<file path="src/hdl/gil_pkg.sv">
// shared types and constants for the grid index linearizer
// used by gil_cell and grid_index_linearizer, depends on nothing
package gil_pkg;

  localparam int FIELD_DIMS = 4;
  localparam int IDX_W      = 32;
  localparam int RADIX_W    = 16;
  localparam int LIN_W      = 31;
  localparam int DIMS_W     = 3;
  localparam int CFG_IDX_W  = 3;
  localparam int CFG_DATA_W = 16;

  // restoring division, a few quotient bits per cell
  localparam int CELL_STEPS = 4;
  localparam int QUO_W      = LIN_W + 1;
  localparam int DIV_CELLS  = (QUO_W + CELL_STEPS - 1) / CELL_STEPS;
  localparam int REM_W      = RADIX_W + 1;

  localparam int DEFAULT_MAX_DIMS = 4;

  localparam logic [CFG_IDX_W-1:0] REG_DIM_COUNT = 3'd0;
  localparam logic [CFG_IDX_W-1:0] REG_RADIX_0   = 3'd1;
  localparam logic [CFG_IDX_W-1:0] REG_RADIX_3   = 3'd4;

  localparam logic [DIMS_W-1:0]  DIM_COUNT_RESET = 3'd4;
  localparam logic [RADIX_W-1:0] RADIX_RESET     = 16'd256;

  localparam logic CMD_PACK   = 1'b0;
  localparam logic CMD_UNPACK = 1'b1;

  typedef struct packed {
    logic [DIMS_W-1:0]                    dims;
    logic [FIELD_DIMS-1:0][RADIX_W-1:0]   radix;
  } cfg_t;

  typedef struct packed {
    logic                                 cmd;
    logic [FIELD_DIMS-1:0][IDX_W-1:0]     idx;
    logic [IDX_W-1:0]                     acc;
    logic                                 outside;
    logic [LIN_W-1:0]                     rest;
    logic [QUO_W-1:0]                     q;
    logic [REM_W-1:0]                     a;
    logic                                 done;
    logic [FIELD_DIMS-1:0][IDX_W-1:0]     res;
  } pipe_t;

endpackage

</file>
<file path="src/hdl/gil_cell.sv">
// one stage of the linearizer chain: a few division steps for unpack,
// horner multiply-add for pack in the first cell of each group; uses gil_pkg
module gil_cell #(
  parameter int UDIM = 0,
  parameter int PDIM = 0,
  parameter int POS  = 0
) (
  input  logic           clk,
  input  logic           rst,
  input  logic           en,
  input  gil_pkg::cfg_t  cfg,
  input  logic           in_vld,
  input  gil_pkg::pipe_t in_data,
  output logic           out_vld,
  output gil_pkg::pipe_t out_data
);

  localparam logic [gil_pkg::DIMS_W:0] UDIM_L = (gil_pkg::DIMS_W+1)'(UDIM);
  localparam logic [gil_pkg::DIMS_W:0] PDIM_L = (gil_pkg::DIMS_W+1)'(PDIM);

  gil_pkg::pipe_t data_next;

  always_comb begin
    logic [gil_pkg::RADIX_W-1:0] r;
    logic [gil_pkg::RADIX_W-1:0] rp;
    logic [gil_pkg::IDX_W-1:0]   ix;
    r  = cfg.radix[UDIM];
    rp = cfg.radix[PDIM];
    ix = in_data.idx[PDIM];
    data_next = in_data;
    if (POS == 0) begin
      if (PDIM_L < {1'b0, cfg.dims}) begin
        data_next.acc = gil_pkg::IDX_W'(in_data.acc * rp) + ix + 32'd1;
        if (ix[gil_pkg::IDX_W-1] ||
            $signed({1'b0, ix}) >= $signed({17'b0, rp})) begin
          data_next.outside = 1'b1;
        end
      end
      data_next.q = {1'b0, in_data.rest};
      data_next.a = '0;
    end
    for (int s = 0; s < gil_pkg::CELL_STEPS; s++) begin
      data_next.a = {data_next.a[gil_pkg::REM_W-2:0], data_next.q[gil_pkg::QUO_W-1]};
      data_next.q = {data_next.q[gil_pkg::QUO_W-2:0], 1'b0};
      if (data_next.a >= {1'b0, r}) begin
        data_next.a    = data_next.a - {1'b0, r};
        data_next.q[0] = 1'b1;
      end
    end
    if (POS == gil_pkg::DIV_CELLS - 1) begin
      if (UDIM_L < {1'b0, cfg.dims}) begin
        if (data_next.done) begin
          data_next.res[UDIM] = '1;
        end else if (UDIM == 0 || r == '0) begin
          // top of the radix system takes the whole remaining value
          data_next.res[UDIM] = {1'b0, data_next.rest} - 32'd1;
          data_next.done      = 1'b1;
        end else begin
          data_next.res[UDIM] = {16'b0, data_next.a[gil_pkg::RADIX_W-1:0]} - 32'd1;
          data_next.rest      = data_next.q[gil_pkg::LIN_W-1:0];
        end
      end
    end
  end

  always_ff @(posedge clk) begin
    if (rst) begin
      out_vld <= 1'b0;
    end else if (en) begin
      out_vld <= in_vld;
    end
    if (en) begin
      out_data <= data_next;
    end
  end

endmodule

</file>
<file path="config.mk">
export PLATFORM = sky130hd
export DESIGN_NAME = gil_cell
export DESIGN_NICKNAME = d
export VERILOG_FILES = /design/src/hdl/gil_pkg.sv /design/src/hdl/gil_cell.sv
export SDC_FILE = /design/constraint.sdc
export NUM_CORES = 1
export LEC_CHECK = 0
export ABC_AREA = 1
export BUFFER_PORTS_ARGS = -buffer_cell sky130_fd_sc_hd__buf_2
export CAP_MARGIN = 20
export CORE_ASPECT_RATIO = 0.9
export CORE_MARGIN = 2
export CORE_UTILIZATION = 25
export CTS_CLUSTER_DIAMETER = 100
export CTS_CLUSTER_SIZE = 10
export DETAILED_ROUTE_END_ITERATION = 7
export HOLD_SLACK_MARGIN = 0.05
export PLACE_DENSITY_LB_ADDON = 0.25
export SLEW_MARGIN = 25
export SYNTH_ARGS = -nofsm -noshare
export SYNTH_HDL_FRONTEND = slang
export SYNTH_SLANG_ARGS = --single-unit
</file>
<file path="constraint.sdc">
create_clock -name clk -period 8.1 [get_ports clk]
set_input_delay 0.405 -clock clk [delete_from_list [all_inputs] [get_ports clk]]
set_output_delay 0.405 -clock clk [all_outputs]
set_load 0.05 [all_outputs]
</file>
Word level (Yosys, flattened, before mapping) --
Cells that the tools add are included.
Storage, ports and cells: input bits 442, logic and storage cells 36, register bits after elaboration 372, output and inout port bits 372
Cells by class: muxes and demuxes 6, $add $sub $neg 6, $lt $le $gt $ge 6, multipliers 1, reduce and logical (&&, ||, !) cells 1
Operators by type and width (count):
- $mux 18 | 4
- $ge 17x16->1 | 3
- $sub 17x16->17 | 3
- $mux 33 | 1
- $add 32x1->32 const B | 1
- $add 32x32->32 | 1
- $ge 32x16->1 | 1
- $mul 32x16->32 | 1
- $sub 1x16->17 const A | 1
- $ge 1x16->1 const A | 1
- $lt 1x3->1 const A | 1
- $logic_or 1x1->1 | 1
- $mux 1 | 1

Longest topological paths before layout --
Gate-level depths: netlist (run 1).
depth after elaboration 8, depth in mapped cells 51, gate-level depth less buffers 47

Worst setup path before layout (run 1) --
No wires, ideal clock.
path kind input -> register, start input cfg[1] (netlist name), end register out_data[137] (netlist name) (data pin), stages on the path 48, path buffers 4, arrival 5.995 ns, setup slack 1.852 ns, cells stage by stage buf_6 > clkbuf_1 > inv_1 > ha_1 > nand3_1 > nor2_1 > nand2_1 > nand2_4 > nand2_4 > inv_1 > ha_1 > nand2_1 > inv_2 > nand2_1 > nand2_1 > a21oi_1 > nand2_2 > nand2_4 > [... 12 more ...] > nand2_1 > nor2_2 > nand2_4 > buf_4 > o21ai_1 > nand2_1 > ha_1 > nand2_1 > inv_1 > a21boi_1 > nand2_1 > nand3b_1 > nand2_1 > a21oi_2 > nand3_4 > buf_6 > nand2_1 > nand2_1
RTL lines:
- start: declaration | RTL line gil_cell.sv:11 | input gil_pkg::cfg_t cfg,
- end signal: assignment | RTL line gil_cell.sv:73 | out_data <= data_next;
- end: declaration | RTL line gil_cell.sv:15 | output gil_pkg::pipe_t out_data

==> results of run 1 <==
## cells in the final DEF (no fill, tap or decap), types with 8 or more instances in the layout
cell	count
nand2_1	758
buf_2	715
inv_1	623
edfxtp_1	343
fa_1	337
dlygate4sd3_1	268
ha_1	135
a21oi_1	92
nor2_1	86
nand3_1	83
o21ai_0	48
clkbuf_16	43
buf_4	41
xor2_1	35
xnor2_1	30
nand4_1	15
or2_2	13
diode_2	11
nor3_1	11
o21bai_1	11
nand2_2	8
clkbuf_1	8
## through the flow
| stage | std cells | power (mW) | hold WS (ns) | utilization (%) | worst slack (ns) |
|---|---|---|---|---|---|
| 2_1_floorplan | 2856 | 10.8 | 0.477 | - | 1.85 |
| 3_3_place_gp | 4943 | 14.8 | 0.481 | 29.9 | 0.951 |
| 3_5_place_dp | 4943 | 14.8 | 0.530 | 29.9 | 0.948 |
| 4_1_cts | 5270 | 16.9 | 0.0525 | 33.5 | 1.58 |
| 5_1_grt | 5276 | 18.5 | 0.0565 | 33.6 | 0.905 |
| 6_report | 5284 | 16.9 | 0.0789 | 33.6 | 1.55 |
## synthesized netlist by cell type (6+ instances only)
cell | instances | area, µm²
buf_4 | 32 | 240
o21a_1 | 7 | 52.6
nand3b_1 | 7 | 52.6
fa_1 | 337 | 6750
nand2_2 | 8 | 50.1
o21bai_1 | 11 | 82.6
ha_1 | 135 | 1690
or2_2 | 13 | 81.3
clkbuf_1 | 79 | 297
o21ai_2 | 7 | 61.3
nand2_1 | 758 | 2850
nor3_1 | 12 | 60.1
nand4_1 | 15 | 93.8
a21oi_1 | 92 | 460
a31oi_1 | 6 | 37.5
inv_2 | 7 | 26.3
o21ai_0 | 48 | 240
xnor2_1 | 30 | 263
nor2_1 | 86 | 323
buf_1 | 7 | 26.3
edfxtp_1 | 343 | 10300
o21ai_1 | 6 | 30.0
inv_1 | 623 | 2340
xor2_1 | 35 | 307
nand2_4 | 6 | 67.6
buf_6 | 11 | 124
nor2_2 | 7 | 43.8
nand3_1 | 83 | 415
## cell families after synthesis
| kind of cell | share of synthesized area (%) |
|---|---|
| AO/OA/AOI/OAI | 4.08 |
| XOR/XNOR | 2.05 |
| adder cells (fa/ha/maj) | 30.4 |
| buffers and inverters | 11.1 |
| flip-flops | 37.2 |
| multiplexers | 0.0361 |
| AND/OR/NAND/NOR | 15.2 |
## worst max-delay path, delay by kind of cell
family,cells,cell delay [ns]
AOI/OAI and AO/OA,6,1.37
adders and majority gates,4,1.27
buffers and inverters,9,1.27
and+or+nand+nor,26,2.58
## power by group through the flow
stage	Combinational, mW	Sequential, mW	Clock (mW)
after floorplan	7.49	3.34	0
after global placement	12.1	2.64	0
after detailed placement	12.1	2.64	0
after CTS	12.3	2.61	1.99
after global routing	13.8	2.62	2.05
final	12.3	2.60	1.91
## area by class of cell
| class | count | area, µm² |
|---|---|---|
| flip-flops and latches | 344 | 10300 |
| fillers | 11500 | 72800 |
| clock buffers | 51 | 1110 |
| inverters | 631 | 2370 |
| repair buffers | 1027 | 6630 |
| multi-input cells | 1748 | 14400 |
| clock inverters | 10 | 195 |
| diodes | 11 | 27.5 |
| well taps | 1462 | 1830 |
## per-layer routing
metal	track usage [%]	vias up
met1	26.4	11500
met4	7.99	18
li1	-	10600
met2	38.8	769
met3	3.87	137
met5	0	-
## worst max path at each step
stage | from | to | slack, ns | depth (start not counted)
2_1_floorplan | cfg[1] | out_data[137] | 1.85 | 48
3_3_place_gp | cfg[1] | out_data[145] | 0.95 | 45
3_5_place_dp | cfg[1] | out_data[145] | 0.95 | 45
4_1_cts | cfg[1] | out_data[145] | 1.58 | 45
5_1_grt | cfg[1] | out_data[136] | 0.91 | 44
6_report | cfg[1] | out_data[145] | 1.55 | 45
## flip-flops by register name, summed over array words and instances, names as in the netlist
signal	count
out_vld	1
out_data	343
## repair_timing
item,CTS,global route
resized for setup,0,0
hold buffers,266,2
endpoints found under the hold margin,266,2
==> impl_results.md, run 1 <==
- Root Buffer: clkbuf_16
- Hold Path Class: input port to register
- Sequential fraction of design power: roughly 15%
- Crit Path Class: input port to register
- Fmax: 153 MHz
- Max-slew violations: 0
- Period utilisation layout: 80.9%
- Detailed Place HPWL: ~100000 µm
- Switching Share: a little over half
- Critical Path End Type: register
- Startpoint of the worst hold path: in_data[332]
- Library cells used by synthesis: a little under 50
- Pleak: 18.1 nW
- Syn Nets: 3770
- WL met2: about 63000 µm
- Reg-to-Reg End: out_vld
- Async SR Flop Fraction: 0%
- Clock share of power: a little under an eighth
- Setup TNS: 0 ns
- Clock buffer depth: 3
- Primary FF master, synth: edfxtp_1
- Final Instance Area: approximately 37000 µm²
- Internal Power: 7.74 mW
- Worst Skew: 0 ns
- Worst Hold End: out_data[332]
- VDD IR max: 0.724 mV
- Routability cong.: 0.885
- DIE AREA: ~110000 µm²
- First-pass GRT wire length: 175000 µm
- Logic gate share of total power: between 70% and 80%
- Least-Margin Pin Slew: 0.939 ns
- Highest fanout seen on the critical path: 15
- Status: complete, no violations
- Flops & latches, synth: 344
- Post-Route M1 WL: 50200 µm
- Largest net degree at the start of global routing: roughly 160
- CTS tree: yes
- Die X: ~360 µm
- Critical path's slowest cell: o21ai_0
- Cts bufs inserted: between 40 and 50
- Share of layout cells above drive strength 1: 23.0%
- Worst path max stage delay: around 0.46 ns
- I/O Buffers: 716
- Core ar.: around 110000 µm²
- First DRT Iteration DRCs: 1587
- Met3 WL: ~7400 µm
- Routed vias: 23100
- Most frequent CP cell: nand2_1
- Avg Inst Size Synth: ~9.7 µm²
- FF-to-FF path depth: 2
- Sequential-to-total area share from yosys stat: between 30 and 40%
- Post-CTS Setup Repair Bufs: 0
- Post-synth EDFFs: 343
- Clk sinks: between 300 and 400
- GR Overflow Total: 0
- Nets: 4709
- DRC errors left: 0
- Top-Level Pins: ~810
- Max_cap viols: 0
- RSZ-0062 raised after global routing: no
- Post-Synthesis Cells: between 2000 and 3000
- Final min period: around 6.6 ns
- Area Overhead vs Synth: 32.8%
- Setup crit start kind: input port
- Hold depth: 1
- DRT Pass-1 Iters: 5
- Std cell rows: roughly 120
- DP Area: roughly 33000 µm²
- WP data arrival: approximately 7 ns
- Critical R2R Launch: out_vld
- Psw: slightly above 9 mW
- Initial antenna violation count: 36
- Die H: 320 µm
- Clock transition at path regs: roughly 0.06 ns
- Vias in the first global route: roughly 23000
- Ys Warns: 0
- GRT Total Usage: roughly 22%
- Post-route ant nets: 0
- Flop2flop setup slack: 7.49 ns
- Final setup fails: 0
- Final hold viol count: 0
- DR top layer: met5
- Synthesized area: about 28000 µm²
- Routed WL per cell: about 24 µm
- CTS HTree Levels: 2
- Initial Util: between 20 and 30%
- DR vias/cell: 4.36
- Worst skew pair latency: a little under 0.6 ns
- WP data required: 8.47 ns
- Final wirelength: between 100000 and 150000 µm
- Slew headroom: between 30 and 40%
- PD cells: around 460 nW/µm²
Power figures use the tool's default switching activity.
==> run 2: changes to the inputs <==
ABC_AREA = 0   (was 1)
clock period = 5.9 ns   (was 8.1 ns; I/O delays follow)
==> run 2 against run 1 <==
Compared with the run above:
- the run now ends with negative setup slack left
- critical path depth down 10
- synthesized area down 4.2%
- power up 55%
- register-to-register slack worse by 2.7 ns
- cell count down 3.7%
- synthesized cell count down 18%
==> impl_results.md, run 2 <==
- Power Total: around 26 mW
- Detailed Place HPWL: roughly 93000 µm
- Highest fanout seen on the critical path: 8
- DRT Pass-1 Iters: 5
- Final wirelength: ~110000 µm
- Most frequent cells in the layout: 711 x buf_2, 407 x inv_1, 388 x buf_4, 343 x edfxtp_1, 342 x nand2_1
- Final min period: 6.74 ns
- RSZ-0062 raised after global routing: yes
- Post-layout util: between 30% and 40%
- Clock buffer depth: 3
- Pleak: 18.4 nW
- GRT busiest layer: met2
- Max_cap viols: 0
- Synth cell count leaders: 413 x inv_1, 347 x nand2_1, 343 x edfxtp_1
- Ys Warns: 0
- Crit Path Class: input port to register
- Vias in the first global route: ~23000
- CTS HTree Levels: 2
- GRT Total Usage: roughly a fifth
- Met2 GRT Util: ~37%
- Nets: 4597
- GR Util met3: ~3.7%
- First DRT Iteration DRCs: approximately 1200
- Least-Margin Pin Slew: around 1.0 ns
- Biggest register: out_data
- Synthesized area: 26600 µm²
- Max-slew violations: 0
- Worst Skew: 0 ns
- Share of layout cells above drive strength 1: between 30% and 40%
- Post-route ant nets: 0
- Post-Synthesis Cells: 2339
- First-pass GRT wire length: roughly 160000 µm
- WHS: between 0.1 and 0.15 ns
- Core ar.: ~110000 µm²
- Largest net degree at the start of global routing: around 160
- Root Buffer: clkbuf_16
- Post-synth EDFFs: 343
- Period utilisation layout: 114%
- Final setup fails: 20
- DRC errors left: 0
- Die H: approximately 310 µm
- Routability cong.: 0.887
- Source of the critical timing path: cfg[9]
- Initial antenna violation count: 23
- Met1 GRT Util: 24.4%
- Status: finished with violations
- Sequential-to-total area share from yosys stat: 38.8%
- Area of the multi-input gates: 15000 µm²
- Final Instance Area: 39800 µm²
- Critical Path End Type: register
- Synth top area cells: edfxtp_1 39%, fa_1 25%, ha_1 6.4%
- Final setup margin: -0.840 ns
- Library cells used by synthesis: 70
- Cts bufs inserted: 44
- Fin cells: 5089
- Initial Util: around 25%
- DIE AREA: 109000 µm²
- Fmax: around 150 MHz
- Routed vias: about 22000
- Share of the synthesized area in the top cell type: ~39%
- Slew headroom: a little under a third
- Hold Path Class: input port to register
- Fill count: 10500
- Area Overhead vs Synth: 49.9%
- Max reg flops: 343
- Worst skew pair latency: 0.62 ns
- Clk sinks: 344
- Routed WL per cell: roughly 23 µm
- Syn Nets: 3253
- Flops & latches, synth: 344
- Setup crit start kind: input port
- Most common cell after layout, fill and taps aside: buf_2
- Critical R2R Launch: out_vld
- Synth area leader: edfxtp_1
- Async SR Flop Fraction: 0%
- Primary FF master, synth: edfxtp_1
- Placed Cells: ~4700
- Std cell rows: ~110
- I/O Buffers: 716
- Worst path max stage delay: just over 0.4 ns
- Clock transition at path regs: 0.06 ns
- Startpoint of the worst hold path: in_data[240]
- CTS tree: yes
- PD cells: ~660 nW/µm²
- Final hold viol count: 0
- Critical path's slowest cell: o41ai_4
- Failing checks: negative setup slack
- VDD IR max: between 1 and 1.5 mV
- DR vias/cell: around 4.4
- Top-Level Pins: between 800 and 900
- Most instantiated library cell after synthesis: inv_1
- Avg Inst Size Synth: about 11 µm²
- WP data required: ~6.2 ns
- Die X: between 300 and 400 µm
- Largest regs: out_data: 343 flops, out_vld: 1 flops
- DP Area: approximately 34000 µm²
- WP data arrival: between 7 and 8 ns
- GR Overflow Total: 0
- Register Area: 10300 µm²
==> run 2: where the power goes <==
part           internal [mW]  leakage [nW]  switching (mW)
combinational           9.68          14.4            10.2
sequential              3.52          3.36           0.139
clock                   1.46         0.625            1.13
total                   14.7          18.4            11.5
==> run 2: final timing paths <==
check                  end  slack (ns)  cells after the start
min reg2reg        out_vld        1.05                      3
min          out_data[240]        0.11                      3
max          out_data[133]       -0.84                     35
max reg2reg        out_vld        4.76                      3
==> run 2: through the flow <==
step | setup TNS, ns | worst slack, ns
global route | -18.64 | -1.02
finish | -14.20 | -0.840
global placement | -32.14 | -1.29
floorplan | -15.59 | -0.985
detailed placement | -33.98 | -1.41
CTS | -10.64 | -0.625
==> run 2: what timing repair did <==
item                                    CTS  global route
cloned                                    3             0
hold endpoints to repair                288             0
hold buffers                            288             0
setup buffers                            15            26
endpoints found under the setup margin   25            28
gates resized for setup                  49           126
pin swaps                                 9            78
==> run 2: cells by family (layout without fill, tap and decap cells) <==
group / Yosys count / after routing / share of synthesized area (%)
compound gates: 219 / 219 / 5.49
xor+xnor: 89 / 89 / 2.93
fa+ha+maj: 472 / 472 / 31.7
buf+inv: 537 / 1900 / 8.11
flops: 344 / 344 / 38.8
mux: 33 / 33 / 1.57
other cells: 0 / 6 / 0
simple gates: 645 / 646 / 11.3
==> run 2: final cells by class <==
cell class	count	share of cell area, %
Clock inverter	12	0.421
Antenna cell	6	0.0377
Sequential cell	344	25.9
Inverter	413	3.91
Clock buffer	54	2.86
Tap cell	1380	4.34
Multi-Input combinational cell	1459	37.6
Timing Repair Buffer	1421	24.9
==> run 2: worst max-delay path, delay by kind of cell <==
| kind | cells | cell delay [ns] |
|---|---|---|
| compound gates | 14 | 2.98 |
| fa+ha+maj | 3 | 0.67 |
| buf+inv | 8 | 1.05 |
| mux | 2 | 0.62 |
| simple gates | 8 | 1.43 |
==> run 2: layer usage <==
metal / vias up / wire (µm)
met2: 657 / 59000
li1: 10200 / -
met1: 11200 / 45300
met5: - / 80
met4: 14 / 4960
met3: 150 / 5650
